## src/hw/rtl/hkm_pkg.sv

```systemverilog
// shared types, codes and key position table for the hid keycode to key matrix core
package hkm_pkg;

    localparam int ROW_COUNT = 8;
    localparam int ROW_W     = 6;
    localparam int ROW_AW    = 3;
    localparam int COL_AW    = 3;

    localparam logic [ROW_W-1:0] ROW_IDLE = 6'b111111;

    // kind codes of an input item
    localparam logic [1:0] KIND_PRESS   = 2'd0;
    localparam logic [1:0] KIND_RELEASE = 2'd1;
    localparam logic [1:0] KIND_READ    = 2'd2;

    // modifier and special usage codes
    localparam logic [7:0] CODE_LSHIFT = 8'hE1;
    localparam logic [7:0] CODE_RSHIFT = 8'hE5;
    localparam logic [7:0] CODE_LCTRL  = 8'hE0;
    localparam logic [7:0] CODE_RCTRL  = 8'hE4;
    localparam logic [7:0] CODE_SPACE  = 8'h2C;
    localparam logic [7:0] CODE_ENTER  = 8'h28;

    typedef struct packed {
        logic [1:0] kind;
        logic [7:0] key_code;
        logic [7:0] row_select;
    } t_in_item;

    typedef struct packed {
        logic [5:0] row_data;
        logic       code_mapped;
    } t_out_item;

    typedef struct packed {
        logic              mapped;
        logic [ROW_AW-1:0] row;
        logic [COL_AW-1:0] col;
    } t_key_pos;

    // one matrix write: clear (press) or set (release) one key bit
    typedef struct packed {
        logic              en;
        logic              set;
        logic [ROW_AW-1:0] row;
        logic [COL_AW-1:0] col;
    } t_mat_upd;

    function automatic t_key_pos key_lookup(input logic [7:0] code);
        t_key_pos p;
        p = '{mapped: 1'b1, row: '0, col: '0};
        case (code)
            8'h15: begin p.row = 3'd0; p.col = 3'd5; end
            8'h14: begin p.row = 3'd0; p.col = 3'd4; end
            8'h08: begin p.row = 3'd0; p.col = 3'd3; end
            8'h1A: begin p.row = 3'd0; p.col = 3'd1; end
            8'h17: begin p.row = 3'd0; p.col = 3'd0; end
            8'h09: begin p.row = 3'd1; p.col = 3'd5; end
            8'h04: begin p.row = 3'd1; p.col = 3'd4; end
            8'h07: begin p.row = 3'd1; p.col = 3'd3; end
            8'h16: begin p.row = 3'd1; p.col = 3'd1; end
            8'h0A: begin p.row = 3'd1; p.col = 3'd0; end
            8'h19: begin p.row = 3'd2; p.col = 3'd5; end
            8'h1D: begin p.row = 3'd2; p.col = 3'd4; end
            8'h06: begin p.row = 3'd2; p.col = 3'd3; end
            8'h1B: begin p.row = 3'd2; p.col = 3'd1; end
            8'h05: begin p.row = 3'd2; p.col = 3'd0; end
            8'h21: begin p.row = 3'd3; p.col = 3'd5; end
            8'h1E: begin p.row = 3'd3; p.col = 3'd4; end
            8'h20: begin p.row = 3'd3; p.col = 3'd3; end
            8'h1F: begin p.row = 3'd3; p.col = 3'd1; end
            8'h22: begin p.row = 3'd3; p.col = 3'd0; end
            8'h10: begin p.row = 3'd4; p.col = 3'd5; end
            CODE_SPACE: begin p.row = 3'd4; p.col = 3'd4; end
            8'h36: begin p.row = 3'd4; p.col = 3'd3; end
            8'h37: begin p.row = 3'd4; p.col = 3'd1; end
            8'h11: begin p.row = 3'd4; p.col = 3'd0; end
            8'h24: begin p.row = 3'd5; p.col = 3'd5; end
            8'h27: begin p.row = 3'd5; p.col = 3'd4; end
            8'h25: begin p.row = 3'd5; p.col = 3'd3; end
            8'h2D: begin p.row = 3'd5; p.col = 3'd2; end
            8'h26: begin p.row = 3'd5; p.col = 3'd1; end
            8'h23: begin p.row = 3'd5; p.col = 3'd0; end
            8'h18: begin p.row = 3'd6; p.col = 3'd5; end
            8'h13: begin p.row = 3'd6; p.col = 3'd4; end
            8'h0C: begin p.row = 3'd6; p.col = 3'd3; end
            CODE_ENTER: begin p.row = 3'd6; p.col = 3'd2; end
            8'h12: begin p.row = 3'd6; p.col = 3'd1; end
            8'h1C: begin p.row = 3'd6; p.col = 3'd0; end
            8'h0D: begin p.row = 3'd7; p.col = 3'd5; end
            8'h33: begin p.row = 3'd7; p.col = 3'd4; end
            8'h0E: begin p.row = 3'd7; p.col = 3'd3; end
            8'h34: begin p.row = 3'd7; p.col = 3'd2; end
            8'h0F: begin p.row = 3'd7; p.col = 3'd1; end
            8'h0B: begin p.row = 3'd7; p.col = 3'd0; end
            CODE_LSHIFT: begin p.row = 3'd2; p.col = 3'd2; end
            CODE_RSHIFT: begin p.row = 3'd2; p.col = 3'd2; end
            CODE_LCTRL:  begin p.row = 3'd1; p.col = 3'd2; end
            CODE_RCTRL:  begin p.row = 3'd1; p.col = 3'd2; end
            default: begin p.mapped = 1'b0; end
        endcase
        return p;
    endfunction

endpackage

```

## src/hw/rtl/hkm_matrix.sv

```systemverilog
// active-low key matrix image with single-bit update and row read
module hkm_matrix (
    input  logic                          i_clk,
    input  logic                          i_rst_n,
    input  hkm_pkg::t_mat_upd             i_upd,
    input  logic [hkm_pkg::ROW_COUNT-1:0] i_row_select,
    output logic [hkm_pkg::ROW_W-1:0]     o_row_data
);

    logic [hkm_pkg::ROW_W-1:0] r_rows [hkm_pkg::ROW_COUNT];
    logic [hkm_pkg::ROW_W-1:0] n_row;
    logic [hkm_pkg::ROW_W-1:0] col_mask;

    assign col_mask = hkm_pkg::ROW_W'(1) << i_upd.col;

    always_comb begin
        if (i_upd.set) begin
            n_row = r_rows[i_upd.row] | col_mask;
        end else begin
            n_row = r_rows[i_upd.row] & ~col_mask;
        end
    end

    always_ff @(posedge i_clk) begin
        if (!i_rst_n) begin
            for (int i = 0; i < hkm_pkg::ROW_COUNT; i++) begin
                r_rows[i] <= hkm_pkg::ROW_IDLE;
            end
        end else if (i_upd.en) begin
            r_rows[i_upd.row] <= n_row;
        end
    end

    // and of every row whose select bit is low
    always_comb begin
        o_row_data = hkm_pkg::ROW_IDLE;
        for (int i = 0; i < hkm_pkg::ROW_COUNT; i++) begin
            if (!i_row_select[i]) begin
                o_row_data = o_row_data & r_rows[i];
            end
        end
    end

endmodule

```

## src/hw/rtl/hid_keycode_to_key_matrix_core.sv

```systemverilog
// top level of the hid keycode to key matrix core
//
//  channel | valid      | ready       | payload
//  --------+------------+-------------+---------------------------
//  input   | i_in_valid | o_in_ready  | i_in_data  (t_in_item)
//  result  | o_out_valid| i_out_ready | o_out_data (t_out_item)
//
// two register stages: an input register, then a result register; one item
// per cycle sustained while the result side keeps taking results
// the key lookup, matrix update and row read all sit between the two registers
// synchronous active-low reset empties both stages and releases every key
// a stall on the result side holds the result register, then the input
// register, and finally drops o_in_ready; nothing is lost or repeated
module hid_keycode_to_key_matrix_core (
    input  logic               i_clk,
    input  logic               i_rst_n,
    input  logic               i_in_valid,
    output logic               o_in_ready,
    input  hkm_pkg::t_in_item  i_in_data,
    output logic               o_out_valid,
    input  logic               i_out_ready,
    output hkm_pkg::t_out_item o_out_data
);

    logic               r_s1_valid;
    hkm_pkg::t_in_item  r_s1_item;
    logic               r_out_valid;
    hkm_pkg::t_out_item r_out_item;

    logic               out_free;
    logic               s1_move;
    logic               in_xfer;
    hkm_pkg::t_key_pos  pos;
    hkm_pkg::t_mat_upd  upd;
    logic [hkm_pkg::ROW_W-1:0] rd_data;
    hkm_pkg::t_out_item n_out_item;

    // pipeline flow: the result register frees up when empty or taken
    assign out_free   = !r_out_valid || i_out_ready;
    assign s1_move    = r_s1_valid && out_free;
    assign o_in_ready = !r_s1_valid || out_free;
    assign in_xfer    = i_in_valid && o_in_ready;

    // table lookup runs on every item, reads included
    assign pos = hkm_pkg::key_lookup(r_s1_item.key_code);

    // matrix write only when the item leaves stage one
    always_comb begin
        upd.en  = s1_move && pos.mapped &&
                  (r_s1_item.kind == hkm_pkg::KIND_PRESS ||
                   r_s1_item.kind == hkm_pkg::KIND_RELEASE);
        upd.set = (r_s1_item.kind == hkm_pkg::KIND_RELEASE);
        upd.row = pos.row;
        upd.col = pos.col;
    end

    hkm_matrix u_matrix (
        .i_clk        (i_clk),
        .i_rst_n      (i_rst_n),
        .i_upd        (upd),
        .i_row_select (r_s1_item.row_select),
        .o_row_data   (rd_data)
    );

    // read sees all earlier updates, since those committed in earlier cycles
    always_comb begin
        n_out_item.code_mapped = pos.mapped;
        if (r_s1_item.kind == hkm_pkg::KIND_READ) begin
            n_out_item.row_data = rd_data;
        end else begin
            n_out_item.row_data = hkm_pkg::ROW_IDLE;
        end
    end

    always_ff @(posedge i_clk) begin
        if (!i_rst_n) begin
            r_s1_valid  <= 1'b0;
            r_out_valid <= 1'b0;
        end else begin
            if (o_in_ready) begin
                r_s1_valid <= i_in_valid;
            end
            if (out_free) begin
                r_out_valid <= r_s1_valid;
            end
        end
    end

    // payload registers, no reset
    always_ff @(posedge i_clk) begin
        if (in_xfer) begin
            r_s1_item <= i_in_data;
        end
        if (s1_move) begin
            r_out_item <= n_out_item;
        end
    end

    assign o_out_valid = r_out_valid;
    assign o_out_data  = r_out_item;

endmodule

```

## config.mk

```make
export PLATFORM = sky130hd
export DESIGN_NAME = hid_keycode_to_key_matrix_core
export DESIGN_NICKNAME = d
export VERILOG_FILES = /design/src/hw/rtl/hkm_pkg.sv /design/src/hw/rtl/hkm_matrix.sv /design/src/hw/rtl/hid_keycode_to_key_matrix_core.sv
export SDC_FILE = /design/constraint.sdc
export NUM_CORES = 1
export LEC_CHECK = 0
export ABC_AREA = 1
export BUFFER_PORTS_ARGS = -buffer_cell sky130_fd_sc_hd__buf_2
export CAP_MARGIN = 20
export CORE_ASPECT_RATIO = 1.5
export CORE_UTILIZATION = 50
export DETAILED_ROUTE_END_ITERATION = 12
export PLACE_DENSITY = 0.68
export SLEW_MARGIN = 20
export SYNTH_ARGS = -nofsm -noshare
export SYNTH_HDL_FRONTEND = slang
export SYNTH_SLANG_ARGS = --single-unit
```

## constraint.sdc

```tcl
create_clock -name i_clk -period 3.1 [get_ports i_clk]
set_input_delay 0.31 -clock i_clk [delete_from_list [all_inputs] [get_ports i_clk]]
set_output_delay 0.31 -clock i_clk [all_outputs]
set_load 0.02 [all_outputs]
```

==> out/results.ini <==
[outcome]
outcome = completed

[worst_setup_path]
crit_type = register to register
crit_top_cell = nand2_1
cp_data_arrival_time_ns = 3.01
worst-path-stages = 13
r2r_start = r_s1_item[10]
required_ns = 3.17
cp_num_buf_inv = 2
r2r_setup_slack_ns = 0.16
r2r_cells = 13
slowest_delay_ns = 0.51
crit_chain = inv_2, nor2_2, nand2_1, nand2_1, nand2_1, nand2_1, nor3_4, buf_4, nand3_1, nand3_1, nand3_1, o21bai_4, nand2_1
cpMaxStageDelayCell = edfxtp_1
cp-end-kind = register
r2r_end = u_matrix.r_rows[1][0]
start_kind = register
critPathMaxFanout = 24
critPathTopFamily = simple AND/OR/NAND/NOR gates

[hold_path]
min-delay-start = i_in_data[4]
min_path_cells = 1
hold_class = input port to register
min_to = r_s1_item[4]

[synthesis]
synth_area_leaders = edfxtp_1 (50%), nand2_1 (13%), nand3_1 (7.5%)
synth_enable_flop_cells = 73
yosysWarnings = 0
synth_nets = 544
synth_xor_area_share_pct = 0
synthSimpleGateAreaFrac_pct = 31.7
synth_largest_area_cell = edfxtp_1
avgSynthCellArea_um2 = 8.41
synth.area.mux_share_pct = 0
ys_seq_elements = 75
ys_types = 30
syn-cell-area_um2 = 4390
async_flop_share_pct = 0
synth_top_family_by_area = simple AND/OR/NAND/NOR gates
seq_area_frac_synth_pct = 50.8
synth_fa_ha_area_share_pct = 0
synthCells = 522
synth-compound-area-share_pct = 10.2
ys.flop_type = edfxtp_1
yosysTopAreaCellShare_pct = 49.9

[clocking]
h-tree-depth = 3
cts_setup_buffers = 0
path_clk_slew_ns = 0.06
cts.repair.resized = 0
clkLatencyLatePin_ns = 0.33
cts_sinks = 75
clock-root-buffer = clkbuf_16
cts_buffer_depth = 2
cts_tree = yes
cts_made_buffers = 9
cts_hold_buf = 0

[cells_and_area]
final_nets = 590
final_core_util_pct = 59.2
drive_gt1_share_pct = 15.7
area_growth_pct = 14.2
antennaDiodeCount = 0

[pwr]
ir_drop_mv = 0.301
p_leak_uw = 0.00217
power.density_nw_per_um2 = 476
total_power_uw = 2390

[grt]
grt_pass1_vias = 4028
track_usage_pct = 33.8
grt-ovfl-total = 0
grt_max_degree = 27
grt_first_pass_wirelength_mm = 21.8
antenna_found_initial = 0

[die]
die_w_um = 78.5
ios = 31
start_util_pct = 51.9
dieArea_um2 = 9170
die_y_um = 117
core-area_um2 = 8460
placementRows = 41

[sta]
hold_violations = 0
rsz0062_at_grt = no
worst_pin_slew_ns = 0.874
period_share_pct = 94.8
finalMaxSlewViolations = 0
period_minus_slack_ns = 2.94
final.setup.tns_ns = 0
relSlewSlack_pct = 41.7
finClkSkew_ns = 0.00541
clock.fmax_mhz = 340
fin_hold_ws_ns = 0.146
finalSetupViolations = 0

[routing]
wl_per_cell_um = 21.1
dr.pass1.iters = 5
finalWirelength_mm = 14.3
drc = 0
vias = 4002
detail-route-antenna-nets = 0
avgViaCountPerCell = 5.89
first_iter_violations = 390

[placement]
port_buffers = 30
gp_congestion = 1.00
dp_hpwl_mm = 11.1

[job]
cap_violations = 0

## cell usage after synthesis, types with 5 or more instances
cell / n
a21oi_1: 7
buf_4: 5
edfxtp_1: 73
inv_1: 63
inv_2: 6
nand2_1: 155
nand3_1: 66
nand3b_1: 6
nor2_1: 52
nor2_2: 8
o21ai_0: 11
o21ai_1: 7
o21bai_4: 6
o22ai_1: 24
o41ai_1: 6
## report_power, final
part	switching, uW	internal, uW	total (uW)
Clock	420	545	965
Combinational	189	76.1	265
Sequential	25.6	1130	1160
Total	634	1750	2390
## layout by cell type (no fill, tap or decap), drive strengths merged, types with 6 or more instances in the layout
master	instances
nand2	158
edfxtp	73
inv	71
nand3	67
nor2	64
buf	42
o22ai	24
o21ai	18
clkbuf	9
a21oi	7
nand3b	7
o21bai	6
o41ai	6
## layout make-up
type	instances	area, um2
Clock inverter	7	51.3
Sequential cell	75	2230
Multi-Input combinational cell	370	1860
Clock buffer	9	225
Fill cell	767	3450
Tap cell	107	134
Inverter	70	263
Timing Repair Buffer	42	253
## cell families (layout without fill, tap and decap cells)
group	after synthesis	count (layout)
buf+inv	77	128
simple gates	308	308
flops	75	75
compound gates	62	62
## worst register-to-register path, delay by kind of cell (launching register included)
family	cells	cell delay, ns
AOI/OAI and AO/OA	1	0.31
DFF	1	0.51
buffers and inverters	2	0.53
and+or+nand+nor	10	1.32
## flip-flops by register name, indices dropped and copies added (netlist names)
| register | cells |
|---|---|
| u_matrix.r_rows | 48 |
| r_s1_item | 18 |
| r_s1_valid | 1 |
| o_out_valid | 1 |
| o_out_data | 7 |
## layer usage
| metal | track usage [%] | vias up | routed length [um] |
|---|---|---|---|
| met5 | 0 | - | 0 |
| li1 | - | 1870 | - |
| met3 | 6.56 | 77 | 808 |
| met4 | 25.3 | 0 | 1100 |
| met1 | 30.9 | 1824 | 4530 |
| met2 | 65.0 | 231 | 7890 |
## worst max-delay path by stage
stage / endpoint / slack (ns) / start
6_report: u_matrix.r_rows[1][0] / 0.16 / r_s1_item[10]
4_1_cts: u_matrix.r_rows[3][1] / 0.19 / r_s1_item[9]
3_5_place_dp: u_matrix.r_rows[3][1] / 0.21 / r_s1_item[9]
5_1_grt: u_matrix.r_rows[2][0] / 0.02 / r_s1_item[9]
2_1_floorplan: u_matrix.r_rows[1][0] / 0.55 / r_s1_item[9]
3_3_place_gp: u_matrix.r_rows[3][4] / 0.22 / r_s1_item[9]
## through the flow
| step | std cells | instance area (um2) | setup slack [ns] |
|---|---|---|---|
| after CTS | 680 | 5000 | 0.191 |
| after global routing | 680 | 5010 | 0.0228 |
| after floorplan | 522 | 4390 | 0.554 |
| after detailed placement | 664 | 4720 | 0.211 |
| after global placement | 664 | 4720 | 0.221 |
| final | 680 | 5010 | 0.160 |
No activity file was read; power rests on OpenSTA's default activity.
